==> config.mk <==
export PLATFORM = sky130hd
export DESIGN_NAME = accumulator_cpu_step
export DESIGN_NICKNAME = d
export VERILOG_FILES = /design/src/hdl/acs_pkg.sv /design/src/hdl/accumulator_cpu_step.sv /design/src/hdl/acs_div.sv
export SDC_FILE = /design/constraint.sdc
export NUM_CORES = 2
export LEC_CHECK = 0
export BUFFER_PORTS_ARGS = -buffer_cell sky130_fd_sc_hd__buf_4
export CAP_MARGIN = 20
export CORE_MARGIN = 2
export CORE_UTILIZATION = 45
export CTS_CLUSTER_DIAMETER = 50
export DETAILED_ROUTE_END_ITERATION = 7
export MAX_ROUTING_LAYER = met4
export PLACE_DENSITY = 0.65
export SYNTH_ARGS = -nofsm -noshare
export SYNTH_HDL_FRONTEND = slang
export SYNTH_HIERARCHICAL = 1
export SYNTH_SLANG_ARGS = --single-unit
==> constraint.sdc <==
create_clock -name clk -period 13.4 [get_ports clk]
set_input_delay 0 -clock clk [delete_from_list [all_inputs] [get_ports clk]]
set_output_delay 0 -clock clk [all_outputs]
set_load 0.01 [all_outputs]
==> src/hdl/acs_pkg.sv <==
`timescale 1ns / 1ps
package acs_pkg;
  localparam int MEM_WORDS = 256;
  localparam int AW = $clog2(MEM_WORDS);

  localparam logic [1:0] CMD_WRITE = 2'd0;
  localparam logic [1:0] CMD_READ  = 2'd1;
  localparam logic [1:0] CMD_STEP  = 2'd2;

  localparam logic [1:0] RUN_OK   = 2'd0;
  localparam logic [1:0] RUN_HALT = 2'd1;
  localparam logic [1:0] RUN_DIV0 = 2'd2;

  localparam logic [2:0] M_ACC  = 3'd0;
  localparam logic [2:0] M_IND  = 3'd1;
  localparam logic [2:0] M_POP  = 3'd2;
  localparam logic [2:0] M_PUSH = 3'd3;
  localparam logic [2:0] M_IMM  = 3'd4;
  localparam logic [2:0] M_ABS  = 3'd5;
  localparam logic [2:0] M_DISP = 3'd6;
  localparam logic [2:0] M_REL  = 3'd7;

  localparam logic [4:0] I_CALL  = 5'd0;
  localparam logic [4:0] I_JMP   = 5'd1;
  localparam logic [4:0] I_JZ    = 5'd2;
  localparam logic [4:0] I_JNZ   = 5'd3;
  localparam logic [4:0] I_NANDA = 5'd4;
  localparam logic [4:0] I_NANDM = 5'd5;
  localparam logic [4:0] I_INC   = 5'd6;
  localparam logic [4:0] I_DEC   = 5'd7;
  localparam logic [4:0] I_ADDM  = 5'd8;
  localparam logic [4:0] I_SUBM  = 5'd9;
  localparam logic [4:0] I_MULM  = 5'd10;
  localparam logic [4:0] I_DIVM  = 5'd11;
  localparam logic [4:0] I_MODM  = 5'd12;
  localparam logic [4:0] I_SNE   = 5'd13;
  localparam logic [4:0] I_SGE   = 5'd14;
  localparam logic [4:0] I_SLE   = 5'd15;
  localparam logic [4:0] I_ADDA  = 5'd16;
  localparam logic [4:0] I_SUBA  = 5'd17;
  localparam logic [4:0] I_MULA  = 5'd18;
  localparam logic [4:0] I_DIVA  = 5'd19;
  localparam logic [4:0] I_MODA  = 5'd20;
  localparam logic [4:0] I_SEQ   = 5'd21;
  localparam logic [4:0] I_SLT   = 5'd22;
  localparam logic [4:0] I_SGT   = 5'd23;
  localparam logic [4:0] I_LEA   = 5'd24;
  localparam logic [4:0] I_LSP   = 5'd25;
  localparam logic [4:0] I_LDA   = 5'd26;
  localparam logic [4:0] I_STA   = 5'd27;
  localparam logic [4:0] I_INCH  = 5'd28;
  localparam logic [4:0] I_OUTCH = 5'd29;
  localparam logic [4:0] I_INNUM = 5'd30;

  typedef struct packed {
    logic       start;
    logic [7:0] dividend;
    logic [7:0] divisor;
  } acs_div_req_t;

  typedef struct packed {
    logic       done;
    logic [7:0] quot;
    logic [7:0] rem;
  } acs_div_rsp_t;
endpackage

==> src/hdl/accumulator_cpu_step.sv <==
`timescale 1ns / 1ps
// Channel  Handshake             Payload
// in       in_valid / in_ready   in_command, in_address, in_data, in_input_eof
// out      out_valid / out_ready out_read_data .. out_sp_value
// After reset a clearing pass zeroes all 256 memory words; no beat is taken meanwhile.
// A divide or remainder step also waits for the acs_div divider.
// A step walks the single-port memory in order: fetch, operand byte, target read, write-back.
// The result register holds while out_ready is low; a new beat waits until it is taken.
module accumulator_cpu_step (
  input  logic       clk,
  input  logic       rst_n,
  input  logic       in_valid,
  output logic       in_ready,
  input  logic [1:0] in_command,
  input  logic [7:0] in_address,
  input  logic [7:0] in_data,
  input  logic       in_input_eof,
  output logic       out_valid,
  input  logic       out_ready,
  output logic [7:0] out_read_data,
  output logic       out_out_valid,
  output logic       out_out_kind,
  output logic [7:0] out_out_value,
  output logic       out_input_taken,
  output logic [1:0] out_run_state,
  output logic [7:0] out_acc_value,
  output logic [7:0] out_ip_value,
  output logic [7:0] out_sp_value
);
  localparam logic [3:0] S_CLR   = 4'd0;
  localparam logic [3:0] S_IDLE  = 4'd1;
  localparam logic [3:0] S_RDW   = 4'd2;
  localparam logic [3:0] S_FET   = 4'd3;
  localparam logic [3:0] S_OPB   = 4'd4;
  localparam logic [3:0] S_ADR   = 4'd5;
  localparam logic [3:0] S_TGT   = 4'd6;
  localparam logic [3:0] S_EXE   = 4'd7;
  localparam logic [3:0] S_DIV   = 4'd8;
  localparam logic [3:0] S_WB    = 4'd9;
  localparam logic [3:0] S_OUT   = 4'd10;
  localparam logic [3:0] S_WAIT  = 4'd11;

  logic [7:0] mem [acs_pkg::MEM_WORDS];
  logic [acs_pkg::AW-1:0] maddr;
  logic       mwe;
  logic [7:0] mwd;
  logic [7:0] mrd_r;

  logic [3:0] st_r, st_nxt;
  logic [acs_pkg::AW-1:0] clr_r, clr_nxt;
  logic [7:0] din_r, din_nxt;
  logic       eof_r, eof_nxt;
  logic [7:0] acc_r, acc_nxt, ip_r, ip_nxt, sp_r, sp_nxt;
  logic [1:0] hs_r, hs_nxt;
  logic [7:0] opc_r, opc_nxt, t_r, t_nxt, m_r, m_nxt, ip0_r, ip0_nxt, wv_r, wv_nxt;
  logic       tacc_r, tacc_nxt;
  logic       ov_r, ov_nxt;
  logic [7:0] rd_r, rd_nxt, oval_r, oval_nxt;
  logic       oo_r, oo_nxt, ok_r, ok_nxt, it_r, it_nxt;
  acs_pkg::acs_div_req_t dreq;
  acs_pkg::acs_div_rsp_t drsp;
  logic [2:0] mode;
  logic [4:0] ins;
  logic [15:0] prod;
  logic [7:0] opr;
  logic       dov;

  acs_div u_div (.clk(clk), .rst_n(rst_n), .req(dreq), .rsp(drsp));

  always_ff @(posedge clk) begin
    if (mwe) mem[maddr] <= mwd;
    mrd_r <= mem[maddr];
  end

  assign mode = opc_r[2:0];
  assign ins = opc_r[7:3];
  assign in_ready = (st_r == S_IDLE);

  always_comb begin
    st_nxt = st_r; clr_nxt = clr_r; din_nxt = din_r;
    eof_nxt = eof_r; acc_nxt = acc_r; ip_nxt = ip_r; sp_nxt = sp_r; hs_nxt = hs_r;
    opc_nxt = opc_r; t_nxt = t_r; m_nxt = m_r; ip0_nxt = ip0_r; wv_nxt = wv_r;
    tacc_nxt = tacc_r; ov_nxt = ov_r; rd_nxt = rd_r; oval_nxt = oval_r;
    oo_nxt = oo_r; ok_nxt = ok_r; it_nxt = it_r;
    maddr = ip_r; mwe = 1'b0; mwd = 8'd0;
    dreq.start = 1'b0; dreq.dividend = 8'd0; dreq.divisor = 8'd0;
    opr = tacc_r ? acc_r : m_r;
    prod = acc_r * opr;
    dov = 1'b0;
    case (st_r)
      S_CLR: begin
        maddr = clr_r; mwe = 1'b1;
        clr_nxt = clr_r + 1'b1;
        if (clr_r == {acs_pkg::AW{1'b1}}) st_nxt = S_IDLE;
      end
      S_IDLE: begin
        if (in_valid) begin
          din_nxt = in_data;
          eof_nxt = in_input_eof;
          rd_nxt = 8'd0; oo_nxt = 1'b0; ok_nxt = 1'b0; oval_nxt = 8'd0; it_nxt = 1'b0;
          if (in_command == acs_pkg::CMD_WRITE) begin
            maddr = in_address; mwe = 1'b1; mwd = in_data; st_nxt = S_OUT;
          end else if (in_command == acs_pkg::CMD_READ) begin
            maddr = in_address; st_nxt = S_RDW;
          end else if (in_command == acs_pkg::CMD_STEP && hs_r == acs_pkg::RUN_OK) begin
            maddr = ip_r; ip0_nxt = ip_r; st_nxt = S_FET;
          end else begin
            st_nxt = S_OUT;
          end
        end
      end
      S_RDW: begin
        rd_nxt = mrd_r; st_nxt = S_OUT;
      end
      S_FET: begin
        opc_nxt = mrd_r; maddr = ip0_r + 8'd1; st_nxt = S_OPB;
      end
      S_OPB: begin
        tacc_nxt = 1'b0;
        case (mode)
          acs_pkg::M_ACC: tacc_nxt = 1'b1;
          acs_pkg::M_IND: t_nxt = acc_r;
          acs_pkg::M_POP: begin t_nxt = sp_r; sp_nxt = sp_r + 8'd1; end
          acs_pkg::M_PUSH: begin t_nxt = sp_r - 8'd1; sp_nxt = sp_r - 8'd1; end
          acs_pkg::M_IMM: t_nxt = ip0_r + 8'd1;
          acs_pkg::M_ABS: t_nxt = mrd_r;
          acs_pkg::M_DISP: t_nxt = mrd_r + sp_r;
          default: t_nxt = mrd_r + ip0_r + 8'd2;
        endcase
        ip_nxt = ip0_r + ((mode < acs_pkg::M_IMM) ? 8'd1 : 8'd2);
        st_nxt = S_ADR;
      end
      S_ADR: begin
        maddr = t_r; st_nxt = S_TGT;
        if (tacc_r && (ins <= acs_pkg::I_JNZ || ins == acs_pkg::I_LEA
            || ins == acs_pkg::I_LSP)) begin
          hs_nxt = acs_pkg::RUN_HALT; st_nxt = S_OUT;
        end
      end
      S_TGT: begin
        m_nxt = mrd_r; st_nxt = S_EXE;
      end
      S_EXE: begin
        st_nxt = S_WB; wv_nxt = 8'd0;
        case (ins)
          acs_pkg::I_CALL: begin acc_nxt = ip_r; ip_nxt = t_r; st_nxt = S_OUT; end
          acs_pkg::I_JMP: begin ip_nxt = t_r; st_nxt = S_OUT; end
          acs_pkg::I_JZ: begin if (acc_r == 8'd0) ip_nxt = t_r; st_nxt = S_OUT; end
          acs_pkg::I_JNZ: begin if (acc_r != 8'd0) ip_nxt = t_r; st_nxt = S_OUT; end
          acs_pkg::I_NANDA: begin acc_nxt = ~(acc_r & opr); st_nxt = S_OUT; end
          acs_pkg::I_NANDM: wv_nxt = ~(acc_r & opr);
          acs_pkg::I_INC: wv_nxt = opr + 8'd1;
          acs_pkg::I_DEC: wv_nxt = opr - 8'd1;
          acs_pkg::I_ADDM: wv_nxt = opr + acc_r;
          acs_pkg::I_SUBM: wv_nxt = opr - acc_r;
          acs_pkg::I_MULM: wv_nxt = prod[7:0];
          acs_pkg::I_DIVM, acs_pkg::I_MODM: begin
            dov = 1'b1; dreq.dividend = opr; dreq.divisor = acc_r;
          end
          acs_pkg::I_DIVA, acs_pkg::I_MODA: begin
            dov = 1'b1; dreq.dividend = acc_r; dreq.divisor = opr;
          end
          acs_pkg::I_SNE: begin if (acc_r != opr) ip_nxt = ip_r + 8'd2; st_nxt = S_OUT; end
          acs_pkg::I_SGE: begin if (acc_r >= opr) ip_nxt = ip_r + 8'd2; st_nxt = S_OUT; end
          acs_pkg::I_SLE: begin if (acc_r <= opr) ip_nxt = ip_r + 8'd2; st_nxt = S_OUT; end
          acs_pkg::I_ADDA: begin acc_nxt = opr + acc_r; st_nxt = S_OUT; end
          acs_pkg::I_SUBA: begin acc_nxt = acc_r - opr; st_nxt = S_OUT; end
          acs_pkg::I_MULA: begin acc_nxt = prod[7:0]; st_nxt = S_OUT; end
          acs_pkg::I_SEQ: begin if (acc_r == opr) ip_nxt = ip_r + 8'd2; st_nxt = S_OUT; end
          acs_pkg::I_SLT: begin if (acc_r < opr) ip_nxt = ip_r + 8'd2; st_nxt = S_OUT; end
          acs_pkg::I_SGT: begin if (acc_r > opr) ip_nxt = ip_r + 8'd2; st_nxt = S_OUT; end
          acs_pkg::I_LEA: begin acc_nxt = t_r; st_nxt = S_OUT; end
          acs_pkg::I_LSP: begin sp_nxt = t_r; st_nxt = S_OUT; end
          acs_pkg::I_LDA: begin acc_nxt = opr; st_nxt = S_OUT; end
          acs_pkg::I_STA: wv_nxt = acc_r;
          acs_pkg::I_INCH, acs_pkg::I_INNUM: begin
            wv_nxt = eof_r ? 8'hFF : din_r; it_nxt = ~eof_r;
          end
          acs_pkg::I_OUTCH: begin
            oo_nxt = 1'b1; ok_nxt = 1'b0; oval_nxt = opr; st_nxt = S_OUT;
          end
          default: begin
            oo_nxt = 1'b1; ok_nxt = 1'b1; oval_nxt = opr; st_nxt = S_OUT;
          end
        endcase
        if (dov) begin
          if (dreq.divisor == 8'd0) begin
            hs_nxt = acs_pkg::RUN_DIV0; st_nxt = S_OUT;
          end else begin
            dreq.start = 1'b1; st_nxt = S_DIV;
          end
        end
      end
      S_DIV: begin
        if (drsp.done) begin
          if (ins == acs_pkg::I_DIVM) begin wv_nxt = drsp.quot; st_nxt = S_WB; end
          else if (ins == acs_pkg::I_MODM) begin wv_nxt = drsp.rem; st_nxt = S_WB; end
          else if (ins == acs_pkg::I_DIVA) begin acc_nxt = drsp.quot; st_nxt = S_OUT; end
          else begin acc_nxt = drsp.rem; st_nxt = S_OUT; end
        end
      end
      S_WB: begin
        if (tacc_r) acc_nxt = wv_r;
        else begin maddr = t_r; mwe = 1'b1; mwd = wv_r; end
        st_nxt = S_OUT;
      end
      S_OUT: begin
        ov_nxt = 1'b1; st_nxt = S_WAIT;
      end
      S_WAIT: begin
        if (out_ready) begin ov_nxt = 1'b0; st_nxt = S_IDLE; end
      end
      default: st_nxt = S_IDLE;
    endcase
  end

  always_ff @(posedge clk) begin
    if (!rst_n) begin
      st_r <= S_CLR; clr_r <= '0; acc_r <= 8'd0; ip_r <= 8'd0; sp_r <= 8'd0;
      hs_r <= acs_pkg::RUN_OK; ov_r <= 1'b0;
    end else begin
      st_r <= st_nxt; clr_r <= clr_nxt; acc_r <= acc_nxt; ip_r <= ip_nxt;
      sp_r <= sp_nxt; hs_r <= hs_nxt; ov_r <= ov_nxt;
    end
    din_r <= din_nxt; eof_r <= eof_nxt;
    opc_r <= opc_nxt; t_r <= t_nxt; m_r <= m_nxt; ip0_r <= ip0_nxt; wv_r <= wv_nxt;
    tacc_r <= tacc_nxt; rd_r <= rd_nxt; oval_r <= oval_nxt; oo_r <= oo_nxt;
    ok_r <= ok_nxt; it_r <= it_nxt;
  end

  assign out_valid = ov_r;
  assign out_read_data = rd_r;
  assign out_out_valid = oo_r;
  assign out_out_kind = ok_r;
  assign out_out_value = oval_r;
  assign out_input_taken = it_r;
  assign out_run_state = hs_r;
  assign out_acc_value = acc_r;
  assign out_ip_value = ip_r;
  assign out_sp_value = sp_r;
endmodule

==> src/hdl/acs_div.sv <==
`timescale 1ns / 1ps
module acs_div (
  input  logic                  clk,
  input  logic                  rst_n,
  input  acs_pkg::acs_div_req_t req,
  output acs_pkg::acs_div_rsp_t rsp
);
  logic       busy_r, busy_nxt;
  logic [2:0] cnt_r, cnt_nxt;
  logic [7:0] q_r, q_nxt;
  logic [7:0] rem_r, rem_nxt;
  logic [7:0] d_r, d_nxt;
  logic       done_r, done_nxt;
  logic [8:0] trial;
  logic [8:0] diff;

  always_comb begin
    trial = {rem_r, q_r[7]};
    diff = trial - {1'b0, d_r};
    busy_nxt = busy_r;
    cnt_nxt = cnt_r;
    q_nxt = q_r;
    rem_nxt = rem_r;
    d_nxt = d_r;
    done_nxt = 1'b0;
    if (req.start) begin
      busy_nxt = 1'b1;
      cnt_nxt = 3'd0;
      q_nxt = req.dividend;
      rem_nxt = 8'd0;
      d_nxt = req.divisor;
    end else if (busy_r) begin
      if (!diff[8]) begin
        rem_nxt = diff[7:0];
        q_nxt = {q_r[6:0], 1'b1};
      end else begin
        rem_nxt = trial[7:0];
        q_nxt = {q_r[6:0], 1'b0};
      end
      cnt_nxt = cnt_r + 3'd1;
      if (cnt_r == 3'd7) begin
        busy_nxt = 1'b0;
        done_nxt = 1'b1;
      end
    end
  end

  always_ff @(posedge clk) begin
    if (!rst_n) begin
      busy_r <= 1'b0;
      done_r <= 1'b0;
      cnt_r <= 3'd0;
    end else begin
      busy_r <= busy_nxt;
      done_r <= done_nxt;
      cnt_r <= cnt_nxt;
    end
    q_r <= q_nxt;
    rem_r <= rem_nxt;
    d_r <= d_nxt;
  end

  assign rsp.done = done_r;
  assign rsp.quot = q_r;
  assign rsp.rem = rem_r;
endmodule

== Word level (Yosys, flattened, before mapping) ==
Memory sizes are Yosys's and may differ from the RTL's. A register that Yosys moved wholly into a read port is not among the register bits.
Cells that the tools add are included.

* Muxes and demuxes: 91
* $lt $le $gt $ge: 6
* Equality and inequality tests: 78
* Reduce and logical (&&, ||, !) cells: 43
* Bitwise gates (word level): 8
* Add/subtract/negate cells: 16
* Multiply operators: 1

{| class="wikitable"
|+ Operators by type and width
! kind !! count
|-
| $mux W8 || 31
|-
| $pmux W8 S2 || 7
|-
| $pmux W8 S7 || 2
|-
| $eq A5 B5 Y1 const B || 15
|-
| $pmux W8 S9 || 1
|-
| $pmux W8 S8 || 1
|-
| $pmux W4 S11 || 1
|-
| $eq A5 B4 Y1 const B || 8
|-
| $pmux W8 S5 || 1
|-
| $mux W4 || 9
|-
| $add A8 B1 Y8 const B || 4
|-
| $pmux W16 S2 || 1
|-
| $reduce_or A30 Y1 || 1
|-
| $ne A3 B3 Y1 const B || 9
|-
| $add A8 B8 Y8 || 3
|-
| $pmux W8 S3 || 1
|-
| $ne A2 B2 Y1 const B || 11
|-
| $eq A5 B3 Y1 const B || 4
|-
| $mux W1 || 19
|-
| $mux W17 || 1
|-
| $add A8 B2 Y8 const B || 2
|-
| $eq A4 B3 Y1 const B || 4
|-
| $eq A4 B4 Y1 const B || 4
|-
| $logic_not A8 Y1 || 2
|-
| other kinds (55) || 101
|}

* Logic and storage cells: 270
* Output and inout bits: 47
* Input port bits: 23
* Bits in writable memories: 2,048
* Memories kept: 1
* Flip-flop bits (word level): 137

{| class="wikitable"
|+ Memory list
! memory !! depth !! bits a word !! read ports !! clocked after Yosys merged registers in !! write ports !! RTL line !! text
|-
| mem || 256 || 8 || 1 || 1 || 1 || accumulator_cpu_step.sv:43 || <nowiki>logic [7:0] mem [acs_pkg::MEM_WORDS];</nowiki>
|}

== Logic depth before layout (Yosys ltp) ==
* Depth in word-level cells: 9
* Mapped depth: 21
* Mapped depth without buffers: 20

== Modules after synthesis ==
Netlist, hierarchy kept.

{| class="wikitable"
|+ Modules (own cells, without submodules)
! module !! area each (µm²) !! cells an instance !! seq. area each (µm²) !! instances
|-
| accumulator_cpu_step || 88,941.6 || 5,025 || 64,511.9 || 1
|-
| acs_div || 1,526.5 || 134 || 740.7 || 1
|}

== Worst setup path before layout ==
No wires, ideal clock.

* Path type: reg-to-reg
* From: register st_r[2]
* To: memory mem[0][0], data pin
* Buffers on the path: 1
* Stages on the path, launching flop included: 6
* Required time: 12.536 ns
* Arrival: 4.821 ns
* Setup time: 0.864 ns
* Setup slack: 7.714 ns
* Period minus slack after synthesis: 5.686 ns
* Path through: dfxtp_1 > buf_6 > nor2_2 > nand2_1 > nor3b_1 > a22o_1

* Longest elaborated chain between the ends: 2
* Elaborated cells between the ends (all ways): 3
* Classes of those cells: 2 x eq/ne; 1 x mux

{| class="wikitable"
|+ RTL lines
! element !! RTL line !! text
|-
| start, declared || accumulator_cpu_step.sv:49 || <nowiki>logic [3:0] st_r, st_nxt;</nowiki>
|-
| start signal, assigned || accumulator_cpu_step.sv:222 || <nowiki>st_r <= st_nxt; clr_r <= clr_nxt; acc_r <= acc_nxt; ip_r <= ip_nxt;</nowiki>
|-
| $eq A4 B4 Y1 / $eq A4 B1 Y1 (equally long branches) || accumulator_cpu_step.sv:90 || <nowiki>case (st_r)</nowiki>
|-
| $pmux W8 S2 * || accumulator_cpu_step.sv:90 ||
|-
| net mwd[0] || accumulator_cpu_step.sv:46 || <nowiki>logic [7:0] mwd;</nowiki>
|-
| end, declared || accumulator_cpu_step.sv:43 ||
|}

Mark *: on every way through the listed nets, which the timed path passes. The rest lies on a longest branch.

== Worst setup path in the final report ==
* From: register st_r[3]
* To: register mrd_r[3], read port of mem

* Longest elaborated chain between the ends: 2
* Elaborated cells between the ends (all ways): 6
* Classes of those cells: 4 x eq/ne; 1 x mux; 1 x reduce/logical

{| class="wikitable"
|+ RTL lines
! element !! RTL line !! text
|-
| $eq A4 B4 Y1 (tied with other cells) || accumulator_cpu_step.sv:90 ||
|-
| $pmux W8 S5 * || accumulator_cpu_step.sv:90 ||
|-
| end, declared || accumulator_cpu_step.sv:47 || <nowiki>logic [7:0] mrd_r;</nowiki>
|}

Every way passes the cells marked *; elsewhere a longest branch is shown, timed or not.
A chain may end at the register's enable or synchronous reset.

==> impl_results.md <==
* Syn Area/Cell at 17.54 µm²
* Root buf cell: clkbuf_16
* Max FO, Critical Path at 82
* Max Transition Viols Final at 0
* Initial antenna violation count at 6
* Die ar. at 0.2046 mm²
* Crit path required time at between 10 and 15 ns
* Maximum vdd drop at 152.4 µV
* Part of the cycle the worst path needs at 0.4854
* Leakage power at 0.03663 µW
* RSZ-0062 raised after global routing: false
* Fmax at 153.8 MHz
* Post-synth EDFFs at between 2000 and 2500
* IO Pins at 70
* Layout area overhead at 12.37%
* Clock Sinks at roughly 2200
* Initial Utilization at 0.4527
* Post-Layout Cell Count at ~8000
* FP Rows at about 160
* Prevailing post-synth register cell: edfxtp_1
* Number of global-route vias before repair at roughly 50000
* Routability cong. at 0.9560
* Pint at 10960 µW
* Clock Pin Slew Worst Setup and Hold Paths at around 0.070 ns
* Setup TNS at 0 ns
* Switching power at 3117 µW
* H-tree depth at 4
* Post-Syn Instances at 5159
* Synth cell types at 99
* Hold violation count in the final report at 0
* Vias post-DR at 51938
* Drt wl/cell at 32.91 µm
* Tightest Pin Transition at 1.346 ns
* Flops & latches, synth at 2193
* Max-cap violation count at 0
* Largest net degree at the start of global routing at 202
* CTS tree: yes
* CP Capture Type: flop
* Comb pwr share at 0.041
* Post-layout minimum cycle time at 6.504 ns
* First-pass GRT wire length at 380.9 mm
* Syn nets at approximately 5300
* Port bufs at a little under 70
* Worst-Skew Late Latency at ~0.89 ns
* Register area share after synthesis at 0.7213
* Die Span Y at 452.4 µm
* Clock Tree Buf Depth at 3
* All-Layer GR Usage at 0.2686
* Seq pwr share at 0.530
* Clk pwr share at 0.429
* Relative slew slack at 0.1024
* CTS Buf Count at 221
* Yosys warning count at 6
* Layout cell share with drive strength beyond 1 at 0.1864
* Setup Buffers After CTS at 0
* Final Skew at 0.05550 ns
* Arrival time at the worst endpoint at between 7 and 8 ns
* Switching share of power at 0.2214
* Dpl hpwl at 166.4 mm
* Status: complete, no violations
* Mapped Area at 0.09047 mm²
* Die width at roughly 450 µm
* Placeable Area at approximately 0.20 mm²
* Nets at 5440
* Max reg flops at 2048
* First-pass iteration count of the detailed router at 8
* Critical path class: flop to flop
* Hold Path Class: input pin to flop
* Remaining global-route overflow at 0
* Biggest register: mem
* Detailed router's first-iteration violation count at 7546
* Final setup fails at 0
* PwrDens at 138.5 mW/mm²
* Number of remaining DRC errors at 0
* Via density at 6.359
* Fraction of registers with async set/reset at 0
* Post-DRT Antenna Nets at 0
* Placed insts at 7723
* DRT Wirelength at 268.8 mm
* Worst setup SP type: flop
[worst max-delay path, stage by stage, from the launching register on]
cell and delay (ns):
dfxtp_1 0.88, nand2b_1 0.31, a21oi_4 0.13, a22o_4 0.29
o31ai_4 0.37, buf_4 0.59, buf_12 0.51, buf_4 0.76
mux4_2 0.60, a22o_1 0.28, a211oi_1 0.59, o22ai_1 0.18
nor4_1 0.52, nand4_1 0.16
[cells in the mapped netlist, drive strengths merged (9+ instances only)]
library cell / n / area, µm²
a211o: 18 / 158.9
a211oi: 38 / 290.3
a21o: 15 / 113.9
a21oi: 180 / 912.1
a221o: 9 / 90.09
a221oi: 26 / 227.7
a22o: 42 / 376.6
a22oi: 154 / 1156
a31oi: 27 / 168.9
and2: 23 / 143.9
and3: 14 / 87.58
buf: 171 / 1092
clkbuf: 136 / 510.5
dfxtp: 60 / 1201
edfxtp: 2133 / 64050
fa: 19 / 380.4
ha: 76 / 950.9
inv: 79 / 296.5
mux2: 9 / 101.4
mux2i: 188 / 1882
mux4: 414 / 9324
nand2: 254 / 953.4
nand2b: 15 / 93.84
nand3: 71 / 355.3
nand4: 23 / 143.9
nor2: 414 / 1557
nor2b: 23 / 146.4
nor3: 38 / 195.2
nor4: 32 / 212.7
o211ai: 15 / 112.6
o21a: 14 / 106.4
o21ai: 113 / 565.5
o21bai: 10 / 75.07
o221ai: 12 / 111.4
o22ai: 104 / 650.6
o31ai: 12 / 103.9
or3: 9 / 56.30
xnor2: 50 / 445.4
xor2: 25 / 219.0
[power groups by stage]
stage / Sequential, µW / Combinational, µW / Clock, µW
after floorplan: 7580 / 372 / 0
after global placement: 7600 / 559 / 0
after detailed placement: 7600 / 563 / 0
after CTS: 7460 / 572 / 6100
after global routing: 7450 / 597 / 6370
final: 7460 / 576 / 6050
[metal layers]
layer	vias to the layer above	global-route usage	routed length (µm)
met3	604	0.06782	31430
met5	-	-	0
li1	21162	-	-
met4	0	0.09932	11720
met1	26856	0.3564	101600
met2	3316	0.4022	124100
[repair_timing]
item | CTS | global route
hold endpoints to repair | 133 | 0
resized for setup | 0 | 0
hold buffers | 26 | 0
[per-stage QoR]
step | util | setup WS [ns] | hold WS, ns | power [µW] | cell area (µm²)
after floorplan | - | 7.714 | 0.09887 | 7950 | 90470
after global placement | 0.4707 | 6.748 | 0.1804 | 8163 | 94070
after detailed placement | 0.4713 | 6.939 | 0.1795 | 8167 | 94200
after CTS | 0.5080 | 6.929 | 0.006773 | 14130 | 101500
after global routing | 0.5086 | 6.609 | 0.03977 | 14420 | 101700
final | 0.5086 | 6.896 | 0.06817 | 14080 | 101700
[worst paths after layout]
check / start / endpoint / slack [ns] / cells after the start
hold / removal: rst_n / out_ip_value[0] / 0.07 / 3
hold reg to reg: u_div/cnt_r[2] / u_div/cnt_r[2] / 0.52 / 2
setup / recovery: st_r[3] / mrd_r[3] / 6.90 / 13
setup reg to reg: st_r[3] / mrd_r[3] / 6.90 / 13
[area by class of cell]
type                       instances  area (µm²)
clock inverter                   135        1237
antenna                            2       5.005
tap                             2656        3323
sequential                      2193       65250
clock buffer                     276        5839
multi-input combinational       2578       23530
timing repair buffer             247        2162
fill                           16070       98210
inverter                          81       304.0
[cell usage in the layout (no fill, tap or decap), drive strengths merged, types with 32 or more instances in the layout]
master  netlist  final
edfxtp     2133   2133
mux4        414    414
nor2        414    414
clkbuf      136    276
nand2       254    254
buf         171    221
mux2i       188    188
a21oi       180    180
a22oi       154    154
o21ai       113    113
o22ai       104    104
inv          79     99
clkinv        2     99
ha           76     76
nand3        71     71
dfxtp        60     60
xnor2        50     50
a22o         42     42
a211oi       38     38
nor3         38     38
nor4         32     32
[kinds of logic after synthesis]
family	share of synthesized area
mux	0.1250
fa+ha+maj	0.01472
flops	0.7213
buf+inv	0.02108
xor+xnor	0.007344
compound gates	0.06448
simple gates	0.04612
Power figures use the tool's default switching activity.
